## config.mk

```make
export PLATFORM = sky130hd
export DESIGN_NAME = cbf_fifo
export DESIGN_NICKNAME = d
export VERILOG_FILES = /design/src/hw/rtl/cbf_pkg.sv /design/src/hw/rtl/cbf_fifo.sv
export SDC_FILE = /design/constraint.sdc
export NUM_CORES = 1
export LEC_CHECK = 0
export ABC_AREA = 1
export BUFFER_PORTS_ARGS = -buffer_cell sky130_fd_sc_hd__buf_2
export CAP_MARGIN = 20
export CORE_ASPECT_RATIO = 1.1
export CORE_UTILIZATION = 35
export DETAILED_ROUTE_END_ITERATION = 8
export GPL_ROUTABILITY_DRIVEN = 0
export SYNTH_ARGS = -nofsm -noshare
export SYNTH_HDL_FRONTEND = slang
export SYNTH_SLANG_ARGS = --single-unit
```

## constraint.sdc

```tcl
create_clock -name clk_i -period 10.75 [get_ports clk_i]
set_input_delay 0.5375 -clock clk_i [delete_from_list [all_inputs] [get_ports clk_i]]
set_output_delay 0.5375 -clock clk_i [all_outputs]
set_load 0.01 [all_outputs]
```

## src/hw/rtl/cbf_pkg.sv

```systemverilog
`default_nettype none
// ----------------------------------------------------------------------------
// cbf_pkg
// Types, constants and helpers shared by the Bezier flattener modules.
// ----------------------------------------------------------------------------
package cbf_pkg;

  localparam int CoordW        = 24;
  localparam int SegW          = 23;
  localparam int TW            = 17;                  // 0 .. 1.0 inclusive
  localparam int OneT          = 65536;
  localparam int MaxCurvePts   = 63;
  localparam int MinStep       = (OneT + MaxCurvePts - 2) / (MaxCurvePts - 1);
  localparam int SegReset      = 256;
  localparam int FifoDepth     = 2;

  localparam logic CMD_MOVE  = 1'b0;
  localparam logic CMD_CURVE = 1'b1;

  typedef logic signed [CoordW-1:0] coord_t;

  // Curve request handed from front to back; point 0 is the start point.
  typedef struct packed {
    logic                    begin_req;
    logic [3:0][CoordW-1:0]  px;
    logic [3:0][CoordW-1:0]  py;
  } job_t;

  function automatic coord_t sat_add(input coord_t a, input coord_t b);
    logic signed [CoordW:0] s;
    s = {a[CoordW-1], a} + {b[CoordW-1], b};
    if (s[CoordW] != s[CoordW-1]) begin
      sat_add = s[CoordW] ? {1'b1, {(CoordW-1){1'b0}}} : {1'b0, {(CoordW-1){1'b1}}};
    end else begin
      sat_add = s[CoordW-1:0];
    end
  endfunction

endpackage
`default_nettype wire

```

## src/hw/rtl/cbf_fifo.sv

```systemverilog
`default_nettype none
// ----------------------------------------------------------------------------
// cbf_fifo
// Short request queue between the front and back parts.
// ----------------------------------------------------------------------------
module cbf_fifo (
  input  wire           clk_i,
  input  wire           rst_ni,
  input  wire           push_i,
  input  cbf_pkg::job_t push_data_i,
  output logic          full_o,
  input  wire           pop_i,
  output cbf_pkg::job_t pop_data_o,
  output logic          empty_o
);
  import cbf_pkg::*;

  localparam int PtrW = $clog2(FifoDepth);

  job_t                  mem_q [FifoDepth];
  logic [PtrW-1:0]       wr_q, wr_d, rd_q, rd_d;
  logic [PtrW:0]         cnt_q, cnt_d;
  logic                  do_push, do_pop;

  assign full_o     = (cnt_q == (PtrW+1)'(FifoDepth));
  assign empty_o    = (cnt_q == '0);
  assign pop_data_o = mem_q[rd_q];
  assign do_push    = push_i && !full_o;
  assign do_pop     = pop_i && !empty_o;

  always_comb begin
    wr_d  = do_push ? ((wr_q == PtrW'(FifoDepth-1)) ? '0 : wr_q + 1'b1) : wr_q;
    rd_d  = do_pop  ? ((rd_q == PtrW'(FifoDepth-1)) ? '0 : rd_q + 1'b1) : rd_q;
    cnt_d = cnt_q + (PtrW+1)'(do_push) - (PtrW+1)'(do_pop);
  end

  always_ff @(posedge clk_i or negedge rst_ni) begin
    if (!rst_ni) begin
      wr_q  <= '0;
      rd_q  <= '0;
      cnt_q <= '0;
    end else begin
      wr_q  <= wr_d;
      rd_q  <= rd_d;
      cnt_q <= cnt_d;
    end
  end

  always_ff @(posedge clk_i) begin
    if (do_push) begin
      mem_q[wr_q] <= push_data_i;
    end
  end

endmodule
`default_nettype wire

```

==> flow_summary.ini <==
[critical_path]
required_ps = 10210
critPathMaxStageDelay_ps = 850
crit_chain = inv_6, buf_4, nand2_1, nand2_1, buf_2
path_delay_family = buffers and inverters
worstSetupEndpointType = output port
critical_path_buf_inv_count = 3
critPathMostFrequentCell = nand2_1
slowest_stage = buf_4
worstPathMaxFanout = 105
cp-start-kind = register
cp_data_arrival_time_ps = 3200
crit_type = reg2out

[run]
cap_violations = 0

[floorplanning]
start_util = 0.356
num_io_pins = 392
die_y_um = 214
fp-row-count = 77
dieArea_mm2 = 0.0418
core_region_area_mm2 = 0.0403
dieWidth_um = 195

[power]
p_sw_frac = 0.341
p_int_mw = 3.29
pwr-share-seq = 0.435
p_per_area_mw_per_mm2 = 279
ir_worst_vdd_mv = 0.202
comb_power_share = 0.303
clkPwrFrac = 0.262
power_switching_mw = 1.70
p_leak_nw = 7.67

[cts]
clkSinkCount = 390
clk-insertion-delay-late_ps = 550
cts_resized = 0
numCtsBuffers = 41
clk_pin_slew_ps = 60
tritoncts = built
cts_root_buf = clkbuf_16
clock_path_buffers = 3
post_cts_buffers = 0
h-tree-depth = 2

[finish]
fillers = 3668
fin_nets = 1640
final_cell_mix = nand2_1, buf_2, edfxtp_1, clkbuf_16
drive_gt1_frac = 0.313
mostFrequentLayoutCell = nand2_1
area_delta_synth_final_pct = 24.8

[placement]
dp_hpwl_mm = 20.6
port_buffers = 391

[grt]
grt_pass1_wl_mm = 48.9
first_global_vias = 8736
antenna_found_initial = 6
grt_usage = 0.153
overflow = 0
grt_max_degree = 127

[sta]
setup_viol = 0
timing.final.crit_share = 0.347
fin_worst_skew_ps = 9.82
fin_crit_ps = 3730
relSlewSlack = 0.316
fmax_mhz = 268
whs_ps = 180
hold_viol_final = 0
finalSetupTns_ps = 0
final-max-slew-violation-count = 0
grt_setup_unrepaired = no
worstMarginPinSlew_ps = 1030

[min_path]
hp-class = in2reg

[route]
drc = 0
drtIter0Drc = 313
antenna_left = 0
wirelength_mm = 32.6
vias = 8847
wl_per_cell_um = 16.5
dr.pass1.iters = 6
viasPerCell = 4.47

[synth]
synth_seq_cells = 390
yosysTopAreaCell = edfxtp_1
synth.top_cell.area_share = 0.808
synth_area_per_cell_um2 = 13.8
synth_cell_types = 11
synth_area_mm2 = 0.0143
synth_cells = 1042
synth.yosys.seq_area_share = 0.815
synth_area_leaders = edfxtp_1, nand2_1, buf_6
syn_nets = 1241
synth_warnings = 0

[outcome]
status = complete, no violations
-- registers in the layout (all words and copies together) (netlist names) --
| name | cells |
|---|---|
| mem_q | 386 |
| cnt_q | 2 |
| rd_q | 1 |
| wr_q | 1 |
-- worst register-to-register path: stages, from the launching register on --
cell and delay (ps):
dfrtp_1 400, nand2_1 110, nand2_1 130, nor2_4 630
buf_4 530, buf_4 850
-- metal layers --
metal | track usage | up-vias | routed length [um]
li1 | - | 4313 | -
met3 | 0.0543 | 63 | 2860
met2 | 0.253 | 318 | 15600
met1 | 0.181 | 4145 | 13100
met4 | 0.0622 | 8 | 911
met5 | 0 | - | 60
-- kinds of logic after synthesis --
| group | count (synthesis) | share of synthesized area |
|---|---|---|
| AND/OR/NAND/NOR | 596 | 0.156 |
| buffers and inverters | 54 | 0.0266 |
| adder cells (fa/ha/maj) | 2 | 0.00174 |
| flip-flops | 390 | 0.815 |
-- worst paths after layout --
path	startpoint	endpoint	slack [ps]	cells past startpoint
max in group asynchronous	rst_ni	rd_q	10230	2
worst min register to register	wr_q	wr_q	480	2
worst max register to register	cnt_q[1]	mem_q[1][108]	7640	5
worst max-delay path	rd_q	pop_data_o[117]	7020	5
worst min-delay path	push_data_i[12]	mem_q[0][12]	180	1
min in group asynchronous	rst_ni	cnt_q[1]	370	2
-- metrics by stage --
stage,area (um2),total power [mW],setup slack (ps),cells,utilization
floorplan,14300,3.21,1380,1042,-
global placement,16700,3.73,7450,1910,0.414
detailed placement,16700,3.75,7410,1910,0.414
CTS,17900,5.07,6860,1979,0.444
global route,17900,5.29,6670,1980,0.444
finish,17900,5.00,7020,1980,0.444
-- cells in the mapped netlist --
cell	instances
nand2_1	592
edfxtp_1	386
buf_2	21
buf_6	18
inv_1	10
buf_4	4
dfrtp_1	4
nand3_1	3
ha_1	2
inv_4	1
nor2_1	1
-- final cells by class --
| cell class | count | area [um2] | area share |
|---|---|---|---|
| clock buffer | 49 | 1060 | 0.0590 |
| clock inverter | 19 | 158 | 0.00881 |
| inverter | 11 | 53.8 | 0.00301 |
| multi-input combinational | 598 | 2270 | 0.127 |
| tap | 513 | 642 | 0.0359 |
| antenna | 1 | 2.50 | 0.000140 |
| timing repair buffer | 399 | 2020 | 0.113 |
| sequential | 390 | 11700 | 0.653 |
-- power by group through the flow --
stage	clock network, mW	logic [mW]	registers (mW)
after global placement	0	1.53	2.20
after global routing	1.40	1.68	2.20
after detailed placement	0	1.54	2.21
after floorplan	0	0.956	2.25
final	1.31	1.51	2.17
after CTS	1.35	1.55	2.18
-- timing repair --
item / 4_1_cts / 5_1_grt
hold endpoints to repair: 4 / 0
hold buffers: 1 / 0
endpoints found under the setup margin: 0 / 0
(Power assumes the default switching activity.)
