===== src/hw/rtl/cbf_pkg.sv =====
`default_nettype none
// ----------------------------------------------------------------------------
// cbf_pkg
// Types, constants and helpers shared by the Bezier flattener modules.
// ----------------------------------------------------------------------------
package cbf_pkg;

  localparam int CoordW        = 24;
  localparam int SegW          = 23;
  localparam int TW            = 17;                  // 0 .. 1.0 inclusive
  localparam int OneT          = 65536;
  localparam int MaxCurvePts   = 63;
  localparam int MinStep       = (OneT + MaxCurvePts - 2) / (MaxCurvePts - 1);
  localparam int SegReset      = 256;
  localparam int FifoDepth     = 2;

  localparam logic CMD_MOVE  = 1'b0;
  localparam logic CMD_CURVE = 1'b1;

  typedef logic signed [CoordW-1:0] coord_t;

  // Curve request handed from front to back; point 0 is the start point.
  typedef struct packed {
    logic                    begin_req;
    logic [3:0][CoordW-1:0]  px;
    logic [3:0][CoordW-1:0]  py;
  } job_t;

  function automatic coord_t sat_add(input coord_t a, input coord_t b);
    logic signed [CoordW:0] s;
    s = {a[CoordW-1], a} + {b[CoordW-1], b};
    if (s[CoordW] != s[CoordW-1]) begin
      sat_add = s[CoordW] ? {1'b1, {(CoordW-1){1'b0}}} : {1'b0, {(CoordW-1){1'b1}}};
    end else begin
      sat_add = s[CoordW-1:0];
    end
  endfunction

endpackage
`default_nettype wire


===== src/hw/rtl/cbf_if.sv =====
`default_nettype none
// ----------------------------------------------------------------------------
// cbf_if
// Valid/ready channels: curve commands in, polyline points out.
// ----------------------------------------------------------------------------
interface cbf_cmd_if;
  logic                       valid;
  logic                       ready;
  logic                       command;
  logic                       relative;
  logic                       begin_req;
  logic signed [23:0]         ctrl1_x;
  logic signed [23:0]         ctrl1_y;
  logic signed [23:0]         ctrl2_x;
  logic signed [23:0]         ctrl2_y;
  logic signed [23:0]         dest_x;
  logic signed [23:0]         dest_y;

  modport source (output valid, command, relative, begin_req, ctrl1_x, ctrl1_y,
                  ctrl2_x, ctrl2_y, dest_x, dest_y, input ready);
  modport sink   (input valid, command, relative, begin_req, ctrl1_x, ctrl1_y,
                  ctrl2_x, ctrl2_y, dest_x, dest_y, output ready);
endinterface

`default_nettype wire


===== src/hw/rtl/cbf_front.sv =====
`default_nettype none
// ----------------------------------------------------------------------------
// cbf_front
// Accepts commands, resolves relative coordinates, tracks the current point.
// ----------------------------------------------------------------------------
module cbf_front (
  input  wire            clk_i,
  input  wire            rst_ni,
  cbf_cmd_if.sink        cmd,
  output logic           push_o,
  output cbf_pkg::job_t  job_o,
  input  wire            full_i
);
  import cbf_pkg::*;

  coord_t cur_x_q, cur_y_q, cur_x_d, cur_y_d;
  coord_t c1x, c1y, c2x, c2y, dx, dy;
  logic   acc;

  assign cmd.ready = !full_i;
  assign acc       = cmd.valid && !full_i;

  always_comb begin
    c1x = cmd.ctrl1_x;
    c1y = cmd.ctrl1_y;
    c2x = cmd.ctrl2_x;
    c2y = cmd.ctrl2_y;
    dx  = cmd.dest_x;
    dy  = cmd.dest_y;
    if (cmd.relative) begin
      c1x = sat_add(cmd.ctrl1_x, cur_x_q);
      c1y = sat_add(cmd.ctrl1_y, cur_y_q);
      c2x = sat_add(cmd.ctrl2_x, cur_x_q);
      c2y = sat_add(cmd.ctrl2_y, cur_y_q);
      dx  = sat_add(cmd.dest_x, cur_x_q);
      dy  = sat_add(cmd.dest_y, cur_y_q);
    end
    job_o.begin_req = cmd.begin_req;
    job_o.px        = {dx, c2x, c1x, cur_x_q};
    job_o.py        = {dy, c2y, c1y, cur_y_q};
    push_o          = acc && (cmd.command == CMD_CURVE);
    cur_x_d         = acc ? dx : cur_x_q;
    cur_y_d         = acc ? dy : cur_y_q;
  end

  always_ff @(posedge clk_i or negedge rst_ni) begin
    if (!rst_ni) begin
      cur_x_q <= '0;
      cur_y_q <= '0;
    end else begin
      cur_x_q <= cur_x_d;
      cur_y_q <= cur_y_d;
    end
  end

endmodule
`default_nettype wire


===== src/flat_wrapper.sv =====
// flat-port wrapper written by rule: the top's interface ports become plain ports
module cbf_front_flat import cbf_pkg::*;
  (clk_i, rst_ni, push_o, job_o, full_i, cmd_valid, cmd_command, cmd_relative, cmd_begin_req, cmd_ctrl1_x, cmd_ctrl1_y, cmd_ctrl2_x, cmd_ctrl2_y, cmd_dest_x, cmd_dest_y, cmd_ready);
  cbf_cmd_if cmd_i ();
  input  wire clk_i;
  input  wire rst_ni;
  output logic push_o;
  output cbf_pkg::job_t job_o;
  input  wire full_i;
  input wire logic [$bits(cmd_i.valid)-1:0] cmd_valid;
  input wire logic [$bits(cmd_i.command)-1:0] cmd_command;
  input wire logic [$bits(cmd_i.relative)-1:0] cmd_relative;
  input wire logic [$bits(cmd_i.begin_req)-1:0] cmd_begin_req;
  input wire logic [$bits(cmd_i.ctrl1_x)-1:0] cmd_ctrl1_x;
  input wire logic [$bits(cmd_i.ctrl1_y)-1:0] cmd_ctrl1_y;
  input wire logic [$bits(cmd_i.ctrl2_x)-1:0] cmd_ctrl2_x;
  input wire logic [$bits(cmd_i.ctrl2_y)-1:0] cmd_ctrl2_y;
  input wire logic [$bits(cmd_i.dest_x)-1:0] cmd_dest_x;
  input wire logic [$bits(cmd_i.dest_y)-1:0] cmd_dest_y;
  output wire logic [$bits(cmd_i.ready)-1:0] cmd_ready;
  assign cmd_i.valid = cmd_valid;
  assign cmd_i.command = cmd_command;
  assign cmd_i.relative = cmd_relative;
  assign cmd_i.begin_req = cmd_begin_req;
  assign cmd_i.ctrl1_x = cmd_ctrl1_x;
  assign cmd_i.ctrl1_y = cmd_ctrl1_y;
  assign cmd_i.ctrl2_x = cmd_ctrl2_x;
  assign cmd_i.ctrl2_y = cmd_ctrl2_y;
  assign cmd_i.dest_x = cmd_dest_x;
  assign cmd_i.dest_y = cmd_dest_y;
  assign cmd_ready = cmd_i.ready;
  cbf_front u_core (.clk_i(clk_i), .rst_ni(rst_ni), .cmd(cmd_i), .push_o(push_o), .job_o(job_o), .full_i(full_i));
endmodule

===== config.mk =====
export PLATFORM = sky130hd
export DESIGN_NAME = cbf_front_flat
export DESIGN_NICKNAME = d
export VERILOG_FILES = /design/src/hw/rtl/cbf_pkg.sv /design/src/hw/rtl/cbf_if.sv /design/src/hw/rtl/cbf_front.sv /design/src/flat_wrapper.sv
export SDC_FILE = /design/constraint.sdc
export NUM_CORES = 1
export LEC_CHECK = 0
export ABC_CLOCK_PERIOD_IN_PS = 3980
export BUFFER_PORTS_ARGS = -buffer_cell sky130_fd_sc_hd__buf_2
export CORE_AREA = 2 2 181 183
export CTS_BUF_LIST = sky130_fd_sc_hd__clkbuf_16
export DETAILED_ROUTE_END_ITERATION = 10
export DIE_AREA = 0 0 183 185
export PLACE_DENSITY = 0.58
export SLEW_MARGIN = 20
export SYNTH_ARGS = -nofsm -noshare
export SYNTH_HDL_FRONTEND = slang
export SYNTH_SLANG_ARGS = --single-unit

===== constraint.sdc =====
create_clock -name clk_i -period 3.98 [get_ports clk_i]
set_input_delay 0.796 -clock clk_i [delete_from_list [all_inputs] [get_ports clk_i]]
set_output_delay 0.796 -clock clk_i [all_outputs]
set_load 0.01 [all_outputs]

==> results of run 1 <==
per-stage QoR:
step / TNS, ps / setup slack (ps)
global placement: -43590 / -455
global route: -36140 / -388
detailed placement: -47370 / -512
CTS: -17740 / -298
floorplan: -543 / -58.0
finish: -23270 / -301
registers in the layout, summed over array words and instances (netlist names):
| signal | cells |
|---|---|
| u_core.cur_x_q | 24 |
| u_core.cur_y_q | 24 |
metal layers:
metal  part of all wire  track usage  vias up
met4              0.053        0.166        0
met3              0.055       0.0372      181
met1               0.41        0.386     7695
li1                   -            -     7473
met2               0.48        0.551      623
met5                  0            0        -
final cells by class:
type                            instances  share of cell area
Sequential cell                        48              0.0573
Inverter                               48             0.00897
Clock inverter                          3            0.000708
Antenna cell                            7            0.000826
Clock buffer                            5             0.00590
Timing Repair Buffer                  882               0.317
Tap cell                              408              0.0241
Multi-Input combinational cell       1398               0.586
cells by family (layout without fill, tap and decap cells):
logic type      count (synthesis)  after routing  share of synthesized area
compound gates                598            598                      0.352
flops                          48             48                      0.106
mux                            43             43                     0.0423
other cells                     0              7                          0
buf+inv                       107            938                     0.0375
xor+xnor                      111            111                     0.0860
fa+ha+maj                     167            167                      0.185
simple gates                  479            479                      0.191
power by group through the flow:
| stage | Sequential [W] | Combinational [W] | Clock (W) |
|---|---|---|---|
| global route | 0.00120 | 0.0202 | 0.000479 |
| floorplan | 0.00107 | 0.00784 | 0 |
| global placement | 0.00118 | 0.0137 | 0 |
| finish | 0.00120 | 0.0190 | 0.000459 |
| CTS | 0.00118 | 0.0167 | 0.000461 |
| detailed placement | 0.00118 | 0.0138 | 0 |
worst paths after layout:
check,slack (ps),start,cells past startpoint,end
setup / recovery,-300,u_core.cur_y_q[9],14,job_o[42]
hold / removal,560,u_core.cur_y_q[21],2,u_core.cur_y_q[21]
setup reg to reg,150,u_core.cur_x_q[1],20,u_core.cur_x_q[1]
hold reg to reg,560,u_core.cur_y_q[21],2,u_core.cur_y_q[21]
max in group asynchronous,2500,rst_ni,2,u_core.cur_y_q[1]
min in group asynchronous,620,rst_ni,1,u_core.cur_x_q[9]
worst max-delay path, cell delays in order, from the launching register on:
cell and delay [ps]:
dfrtp_1 420, buf_12 160, ha_4 260, buf_6 90
and4_4 200, and4_1 220, nand3_1 90, o211ai_1 180
a31oi_2 170, buf_4 180, or3_4 330, nand4_1 240
inv_4 120, a211oi_4 310, buf_2 190
timing repair:
action,4_1_cts,5_1_grt
pin swaps,134,135
setup endpoints to repair,142,143
buffers inserted,91,42
gates resized for setup,388,245
cloned,10,2
cells in the final DEF (no fill, tap or decap), drive strengths merged, types with 6 or more instances in the layout:
cell type / synthesis / final
mux2: 38 / 38
fa: 6 / 6
and3: 9 / 9
clkbuf: 47 / 7
nor2b: 15 / 15
o22ai: 14 / 14
xnor2: 65 / 65
buf: 12 / 879
or3: 14 / 14
xor2: 46 / 46
nand3: 24 / 24
o21a: 32 / 32
o2bb2ai: 44 / 44
a31oi: 26 / 26
a211o: 8 / 8
nor3: 22 / 22
nand2b: 22 / 22
maj3: 17 / 17
or2: 7 / 7
a211oi: 38 / 38
nand2: 134 / 134
a21oi: 163 / 163
a21o: 50 / 50
dfrtp: 48 / 48
diode: 0 / 7
and2: 12 / 12
o21bai: 12 / 12
o211ai: 18 / 18
nor2: 194 / 194
o31ai: 26 / 26
inv: 48 / 47
ha: 144 / 144
o21ai: 107 / 107
nand4: 7 / 7
==> flow_metrics.py, run 1 <==
metrics = {
    "power": {
        "switching_power_w": 0.0102,
        "comb_power_share": 0.920,
        "p_int_w": 0.0104,
        "pwr-share-seq": 0.058,
        "power.share.clock": 0.022,
        "leakagePower_nw": 9.70,
        "power_w": 0.0206,
        "powerDensity_nw_per_um2": 972,
        "p_sw_frac": 0.494,
        "vdd_drop_max_mv": 0.393,
    },
    "routing": {
        "routed_wl_um": 57800,
        "num_vias": 16000,
        "drt_iter0_markers": 1110,
        "postRouteAntennaNets": 0,
        "wl_per_cell_um": 20.7,
        "drc": 0,
        "viasPerCell": 5.71,
        "drt-pass1-iter-count": 5,
    },
    "floorplan": {
        "die_y_um": 185,
        "start_util": 0.353,
        "ios": 346,
        "die_area_um2": 33900,
        "rows": 66,
        "dieWidth_um": 183,
        "design.core.area_um2": 32000,
    },
    "yosys": {
        "yosys.area.top_type_share": 0.159,
        "yosys_warnings": 0,
        "yosys-top-cells-area": "ha_1, dfrtp_1, a21oi_1, nor2_1, xnor2_1",
        "synth_commonest_cells": "nor2_1, a21oi_1, ha_1, nand2_1, o21ai_0",
        "synth-seq-area-share": 0.106,
        "synth_most_common_cell": "nor2_1",
        "syn-instance-count": 1553,
        "synthArstFlopShare": 1.00,
        "synth_cell_types": 78,
        "syn_nets": 1854,
        "synth_largest_area_cell": "ha_1",
        "netlist_area_um2": 11300,
        "ys_ff_latch": 48,
        "synth_edf_count": 0,
        "synth_ff_type": "dfrtp_1",
        "syn_area_per_cell_um2": 7.28,
    },
    "cts": {
        "cts-root-buf": "clkbuf_16",
        "cts_tree": "yes",
        "numCtsBuffers": 5,
        "clock_path_buffers": 2,
        "postCtsHoldBufs": 0,
        "clk_pin_slew_worst_paths_ps": 80,
        "h-tree-depth": 2,
        "clock_latency_ps": 310,
        "cts.sinks": 48,
    },
    "layout": {
        "area_growth_pct": 87.6,
        "fin_cells": 2799,
        "final_core_util": 0.662,
        "regArea_um2": 1210,
        "fillers": 2634,
        "multi_input_area_um2": 12400,
        "final_area_um2": 21200,
        "drive_gt1_frac": 0.559,
        "layout.nets": 2684,
    },
    "global_route": {
        "grt_pass1_wl_um": 84500,
        "antenna_found_initial": 7,
        "grt_overflow_total": 0,
        "grt_use_total": 0.317,
        "grt_max_degree": 48,
        "first_global_vias": 15700,
    },
    "setup_path": {
        "crit_fanout": 5,
        "criticalPathCategory": "flip-flop to primary output",
        "end_kind": "primary output",
        "crit_arrival_ps": 3490,
        "start_kind": "flip-flop",
        "worstPathRequired_ps": 3180,
    },
    "sta": {
        "slew_viol_final": 0,
        "worstMarginPinSlew_ps": 917,
        "period_minus_slack_ps": 4280,
        "clock_skew_ps": 16.5,
        "period_share": 1.08,
        "whs_ps": 558,
        "hold_viol": 0,
        "setup_viol": 129,
        "clock.fmax_mhz": 234,
        "rsz0062_at_grt": "yes",
        "slew_headroom": 0.373,
        "setup_ws_ps": -301,
    },
    "flow_run": {
        "cap_violations": 0,
    },
    "outcome": {
        "violations": "setup timing",
        "status": "finished, violations left",
    },
    "placed_design": {
        "place_area_um2": 17000,
        "port_buffers": 343,
        "dp_cells": 2657,
        "gp_congestion": 0.977,
        "hpwl_um": 43400,
    },
    "hold_path": {
        "hold_class": "flip-flop to flip-flop",
    },
}
Note: power is estimated with default switching activity, not from simulation.
==> run 2, diff against run 1 <==
--- a/config.mk
+++ b/config.mk
@@ -12,6 +12,7 @@
 export DETAILED_ROUTE_END_ITERATION = 10
 export DIE_AREA = 0 0 183 185
 export PLACE_DENSITY = 0.58
+export SKIP_CTS_REPAIR_TIMING = 1
 export SLEW_MARGIN = 20
 export SYNTH_ARGS = -nofsm -noshare
 export SYNTH_HDL_FRONTEND = slang
==> run 2 against run 1 <==
The run ends with DRC, setup timing left; total power is 7.8% lower; clock skew is 2.1 ps lower; highest routed layer unchanged; via count is 2.8% lower; critical path type is now input port to primary output; clock power hardly changed.
==> flow_metrics.py, run 2 (synthesis results as in run 1) <==
metrics = {
    "outcome": {
        "status": "finished, violations left",
        "violations": "DRC, setup timing",
    },
    "routing": {
        "routed_wl_um": 55400,
        "wl_per_cell_um": 20.2,
        "drt_iter0_markers": 1226,
        "num_vias": 15500,
        "postRouteAntennaNets": 0,
        "viasPerCell": 5.67,
        "drc": 1,
        "drt-pass1-iter-count": 9,
    },
    "power": {
        "p_sw_frac": 0.501,
        "pwr-share-seq": 0.064,
        "switching_power_w": 0.00951,
        "power.share.clock": 0.024,
        "vdd_drop_max_mv": 0.377,
        "comb_power_share": 0.912,
        "p_int_w": 0.00948,
        "leakagePower_nw": 9.20,
        "powerDensity_nw_per_um2": 955,
    },
    "cts": {
        "h-tree-depth": 2,
        "clk_pin_slew_worst_paths_ps": 80,
        "clock_latency_ps": 310,
        "clock_path_buffers": 2,
        "cts-root-buf": "clkbuf_16",
        "numCtsBuffers": 5,
        "cts_tree": "yes",
        "cts.sinks": 48,
    },
    "floorplan": {
        "ios": 346,
        "start_util": 0.353,
        "design.core.area_um2": 32000,
        "rows": 66,
        "die_area_um2": 33900,
        "die_y_um": 185,
        "dieWidth_um": 183,
    },
    "sta": {
        "period_share": 1.09,
        "setup_ws_ps": -357,
        "clock.fmax_mhz": 231,
        "worstMarginPinSlew_ps": 906,
        "slew_headroom": 0.396,
        "finalSetupTns_ps": -27080,
        "clock_skew_ps": 14.4,
        "hold_viol": 0,
        "slew_viol_final": 0,
        "setup_viol": 131,
        "rsz0062_at_grt": "yes",
        "period_minus_slack_ps": 4340,
    },
    "hold_path": {
        "hold_class": "flip-flop to flip-flop",
    },
    "layout": {
        "final_core_util": 0.621,
        "final_common_cell": "buf_4",
        "area_growth_pct": 75.9,
        "fillers": 2810,
        "layout.nets": 2621,
        "multi_input_area_um2": 11900,
        "reg.largest.list": "u_core.cur_x_q (24), u_core.cur_y_q (24)",
        "regArea_um2": 1220,
        "layout_common_cells": "buf_4, buf_2, nor2_1",
        "drive_gt1_frac": 0.514,
    },
    "global_route": {
        "grt_use_total": 0.289,
        "antenna_found_initial": 7,
        "first_global_vias": 14400,
        "grt_pass1_wl_um": 76800,
        "grt_max_degree": 48,
        "grt_overflow_total": 0,
    },
    "placed_design": {
        "port_buffers": 343,
        "dp_slack_ps": -512,
        "hpwl_um": 43400,
        "gp_congestion": 0.977,
    },
    "setup_path": {
        "r2r-start": "u_core.cur_x_q[0]",
        "reg2regPathDepth": 16,
        "cp_num_buf_inv": 2,
        "end_kind": "primary output",
        "crit_fanout": 4,
        "cpMaxStageDelayCell": "a311o_2",
        "cp-endpoint": "job_o[58]",
        "worst-path-stages": 12,
        "cpPeakStageDelay_ps": 450,
        "crit_arrival_ps": 3540,
        "reg2reg_to": "u_core.cur_x_q[15]",
        "start_kind": "input port",
        "cp-startpoint": "cmd_ctrl2_y[3]",
        "r2r_slack_ps": 450,
        "crit_family": "compound AO/OA/AOI/OAI gates",
        "crit_chain": "buf_2 -> ha_4 -> o211ai_1 -> a21oi_4 -> o21ai_4 -> o41ai_4 -> a311o_2 -> a2111oi_4 -> nor2_2 -> maj3_2 -> mux2_4 -> buf_6",
        "criticalPathCategory": "input port to primary output",
        "worstPathRequired_ps": 3180,
    },
    "flow_run": {
        "cap_violations": 0,
    },
}
run 2: changes by cell type in the layout (fill, tap and decap cells not counted), sizes merged:
cell    delta
buf       -65
bufbuf     -1
clkbuf     +3
run 2: cell type report:
type / count / area share
inverter: 48 / 0.00931
tap: 408 / 0.0257
clock buffer: 5 / 0.00629
antenna: 7 / 0.000881
clock inverter: 3 / 0.000755
multi-input combinational: 1398 / 0.597
sequential: 48 / 0.0612
timing repair buffer: 819 / 0.299
run 2: worst min-delay path by stage:
| stage | startpoint | endpoint | slack, ps | cells past startpoint |
|---|---|---|---|---|
| after floorplan | rst_ni | u_core.cur_x_q[0] | 500 | 0 |
| final | u_core.cur_y_q[21] | u_core.cur_y_q[21] | 550 | 2 |
| after detailed placement | u_core.cur_y_q[21] | u_core.cur_y_q[21] | 540 | 2 |
| after global placement | u_core.cur_y_q[21] | u_core.cur_y_q[21] | 530 | 2 |
| after global routing | u_core.cur_y_q[21] | u_core.cur_y_q[21] | 590 | 2 |
| after CTS | u_core.cur_y_q[21] | u_core.cur_y_q[21] | 560 | 2 |
run 2: per-layer routing:
metal,vias up,share of wire,GRT usage,routed length [um]
li1,7359,-,-,-
met2,606,0.49,0.509,27000
met3,158,0.056,0.0328,3100
met4,0,0.048,0.110,2670
met1,7400,0.41,0.363,22600
met5,-,0,0,0
run 2: worst reg2reg max path, cell delays in order, from the launching register on:
cell,delay [ps]
dfrtp_2,420
buf_12,150
ha_4,170
buf_4,130
a211oi_2,230
o211ai_1,150
nor3b_2,170
buf_4,140
o211a_1,240
o21a_4,230
a2111oi_4,350
o21bai_4,270
buf_12,190
a21oi_2,80
buf_4,130
buf_4,120
mux2_2,250
run 2: power groups by stage:
stage / clock network [W] / registers [W] / logic (W)
CTS: 0.000461 / 0.00117 / 0.0139
global route: 0.000481 / 0.00122 / 0.0185
detailed placement: 0 / 0.00118 / 0.0138
global placement: 0 / 0.00118 / 0.0137
floorplan: 0 / 0.00107 / 0.00784
finish: 0.000456 / 0.00122 / 0.0173
run 2: through the flow:
stage | instances | power [W] | hold slack [ps] | instance area [um2]
finish | 2736 | 0.0190 | 554 | 19900
floorplan | 1553 | 0.00891 | 500 | 11800
CTS | 2665 | 0.0155 | 557 | 17100
global route | 2736 | 0.0202 | 593 | 19900
global placement | 2657 | 0.0149 | 529 | 17000
detailed placement | 2657 | 0.0150 | 543 | 17000
==> run 3, diff against run 2 <==
--- a/config.mk
+++ b/config.mk
@@ -5,13 +5,14 @@
 export SDC_FILE = /design/constraint.sdc
 export NUM_CORES = 1
 export LEC_CHECK = 0
+export ABC_AREA = 1
 export ABC_CLOCK_PERIOD_IN_PS = 3980
 export BUFFER_PORTS_ARGS = -buffer_cell sky130_fd_sc_hd__buf_2
-export CORE_AREA = 2 2 181 183
+export CORE_AREA = 2 2 198 200
 export CTS_BUF_LIST = sky130_fd_sc_hd__clkbuf_16
 export DETAILED_ROUTE_END_ITERATION = 10
-export DIE_AREA = 0 0 183 185
-export PLACE_DENSITY = 0.58
+export DIE_AREA = 0 0 200 202
+export PLACE_DENSITY = 0.57
 export SKIP_CTS_REPAIR_TIMING = 1
 export SLEW_MARGIN = 20
 export SYNTH_ARGS = -nofsm -noshare
==> run 3 against run 2 <==
The run now ends clean; critical endpoint is now job_o[45]; clock power rose by 46%; critical path type unchanged; fmax rose by 11%; wire length rose by 12%; clock skew fell by 8.2 ps; sequential power fell by 9%; synthesized cell count rose by 52%; total power fell by 42%; die area rose by 19%.
==> flow_metrics.py, run 3 <==
metrics = {
    "outcome": {
        "status": "completed",
    },
    "yosys": {
        "yosys_warnings": 0,
        "ys_ff_latch": 48,
        "syn_nets": 2659,
        "synth_cell_types": 42,
        "yosys.area.top_type_share": 0.201,
        "synth_largest_area_cell": "nand2_1",
        "synthArstFlopShare": 1.00,
        "synth-seq-area-share": 0.0881,
        "synth_ff_type": "dfrtp_1",
        "synth_commonest_cells": "nand2_1, nor2_1, a21oi_1, inv_1, nand3_1",
        "syn-instance-count": 2358,
        "netlist_area_um2": 13600,
        "syn_area_per_cell_um2": 5.78,
        "yosys-top-cells-area": "nand2_1, ha_1, dfrtp_1, a21oi_1, nor2_1",
        "synth_edf_count": 0,
        "synth_most_common_cell": "nand2_1",
    },
    "floorplan": {
        "die_area_um2": 40400,
        "die_y_um": 202,
        "start_util": 0.356,
        "dieWidth_um": 200,
        "design.core.area_um2": 38300,
        "rows": 72,
        "ios": 346,
    },
    "cts": {
        "clock_path_buffers": 2,
        "clock_latency_ps": 310,
        "cts-root-buf": "clkbuf_16",
        "h-tree-depth": 2,
        "cts.sinks": 48,
        "cts_tree": "yes",
        "numCtsBuffers": 5,
        "clk_pin_slew_worst_paths_ps": 80,
    },
    "setup_path": {
        "worstPathRequired_ps": 3180,
        "cpPeakStageDelay_ps": 350,
        "start_kind": "input port",
        "crit_arrival_ps": 3110,
        "reg2reg_to": "u_core.cur_x_q[1]",
        "reg2regPathDepth": 18,
        "end_kind": "primary output",
        "cpMaxStageDelayCell": "fa_2",
        "r2r_slack_ps": 1040,
        "path_common_cell": "nand2_1",
        "r2r-start": "u_core.cur_x_q[0]",
        "criticalPathCategory": "input port to primary output",
        "crit_chain": "buf_2 -> ha_4 -> inv_1 -> fa_2 -> inv_1 -> nand3_1 -> nand2_1 -> nand2_1 -> nand2_2 -> nand2_1 -> nand4_1 -> nand2_2 -> nor2_4 -> buf_4 -> nor2_4 -> buf_12 -> a21oi_1 -> buf_2",
        "crit_fanout": 11,
    },
    "placed_design": {
        "hpwl_um": 51800,
        "place_area_um2": 16100,
        "port_buffers": 343,
        "dp_slack_ps": -170,
        "gp_congestion": 0.985,
    },
    "sta": {
        "setup_viol": 0,
        "period_minus_slack_ps": 3900,
        "clock_skew_ps": 6.18,
        "clock.fmax_mhz": 256,
        "worstMarginPinSlew_ps": 777,
        "setup_ws_ps": 78.3,
        "slew_viol_final": 0,
        "rsz0062_at_grt": "yes",
        "period_share": 0.980,
        "slew_headroom": 0.482,
        "hold_viol": 0,
    },
    "hold_path": {
        "hold_class": "input port to async pin",
    },
    "power": {
        "power.share.clock": 0.061,
        "p_sw_frac": 0.596,
        "p_int_w": 0.00443,
        "powerDensity_nw_per_um2": 655,
        "comb_power_share": 0.838,
        "power_w": 0.0109,
        "leakagePower_nw": 8.90,
        "vdd_drop_max_mv": 0.251,
        "pwr-share-seq": 0.101,
        "switching_power_w": 0.00652,
    },
    "global_route": {
        "grt_overflow_total": 0,
        "grt_use_total": 0.292,
        "grt_max_degree": 124,
        "grt_pass1_wl_um": 90400,
        "antenna_found_initial": 2,
        "first_global_vias": 16100,
    },
    "routing": {
        "drc": 0,
        "viasPerCell": 5.30,
        "highest_layer": "met5",
        "wl_per_cell_um": 19.1,
        "postRouteAntennaNets": 0,
        "wl_met2_um": 28600,
        "routed_wl_um": 61900,
        "drt_iter0_markers": 1111,
        "wl_met3_um": 4030,
        "drt-pass1-iter-count": 6,
        "wl_met1_um": 26500,
        "num_vias": 17200,
    },
    "layout": {
        "final_area_um2": 16700,
        "final_common_cell": "nand2_1",
        "layout.nets": 3021,
        "area_growth_pct": 22.5,
        "layout_common_cells": "nand2_1, buf_2, nor2_1",
        "drive_gt1_frac": 0.232,
        "reg.largest.list": "u_core.cur_x_q (24), u_core.cur_y_q (24)",
        "fillers": 4285,
    },
    "flow_run": {
        "cap_violations": 0,
    },
}
[run 3: cell types whose count changed in the layout (fill, tap and decap cells not counted), moves of 36 or more]
cell,change
a21o_1,-43
a21oi_1,+88
buf_2,+36
buf_4,-376
buf_6,-54
inv_1,+163
nand2_1,+601
nand3_1,+134
nand4_1,+55
nor2_1,+110
or2_2,+45
[run 3: logic make-up after synthesis]
group | share of synthesized area
xor gates and xnor gates | 0.0629
and+or+nand+nor | 0.432
DFF | 0.0881
adders and majority gates | 0.141
buffers and inverters | 0.0871
AOI/OAI and AO/OA | 0.189
[run 3: worst max-delay path, delay by kind of cell]
kind,cells,cell delay (ps)
AO/OA/AOI/OAI,1,140
adder cells (fa/ha/maj),2,500
AND/OR/NAND/NOR,9,860
buffers and inverters,6,790
[run 3: power by group through the flow]
stage	Combinational, W	Sequential [W]	Clock [W]
finish	0.00917	0.00111	0.000668
CTS	0.00875	0.00111	0.000681
detailed placement	0.00870	0.00112	0
global placement	0.00870	0.00112	0
floorplan	0.00595	0.000888	0
global route	0.0101	0.00111	0.000685
[run 3: stage by stage]
stage                      util  hold slack [ps]  std cells  TNS (ps)
after floorplan               -              500       2358         0
after global placement    0.421              642       3222      -627
after detailed placement  0.421              643       3222     -1320
after CTS                 0.427              559       3230    -10900
after global routing      0.436              586       3240      -860
final                     0.436              543       3240         0
[run 3: area by class of cell]
type	instances	area, um2	area share
tap	518	648	0.0388
antenna	1	2.50	0.000150
timing repair buffer	408	2350	0.141
clock buffer	5	125	0.00749
clock inverter	3	90.1	0.00539
multi-input combinational	2046	11500	0.687
inverter	211	805	0.0482
sequential	48	1210	0.0726
[run 3: routing by layer]
layer  vias to the layer above  global-route usage
li1                       8528                   -
met1                      7881               0.376
met4                         2               0.112
met5                         -                   0
met2                       665               0.497
met3                       104              0.0310
[run 3: how the worst max path moves through the flow]
stage	startpoint	endpoint
after CTS	u_core.cur_x_q[0]	job_o[169]
final	cmd_ctrl1_y[0]	job_o[45]
after global placement	cmd_dest_x[0]	job_o[169]
after floorplan	cmd_dest_y[0]	job_o[88]
after detailed placement	cmd_dest_x[0]	job_o[169]
after global routing	cmd_dest_x[0]	job_o[184]
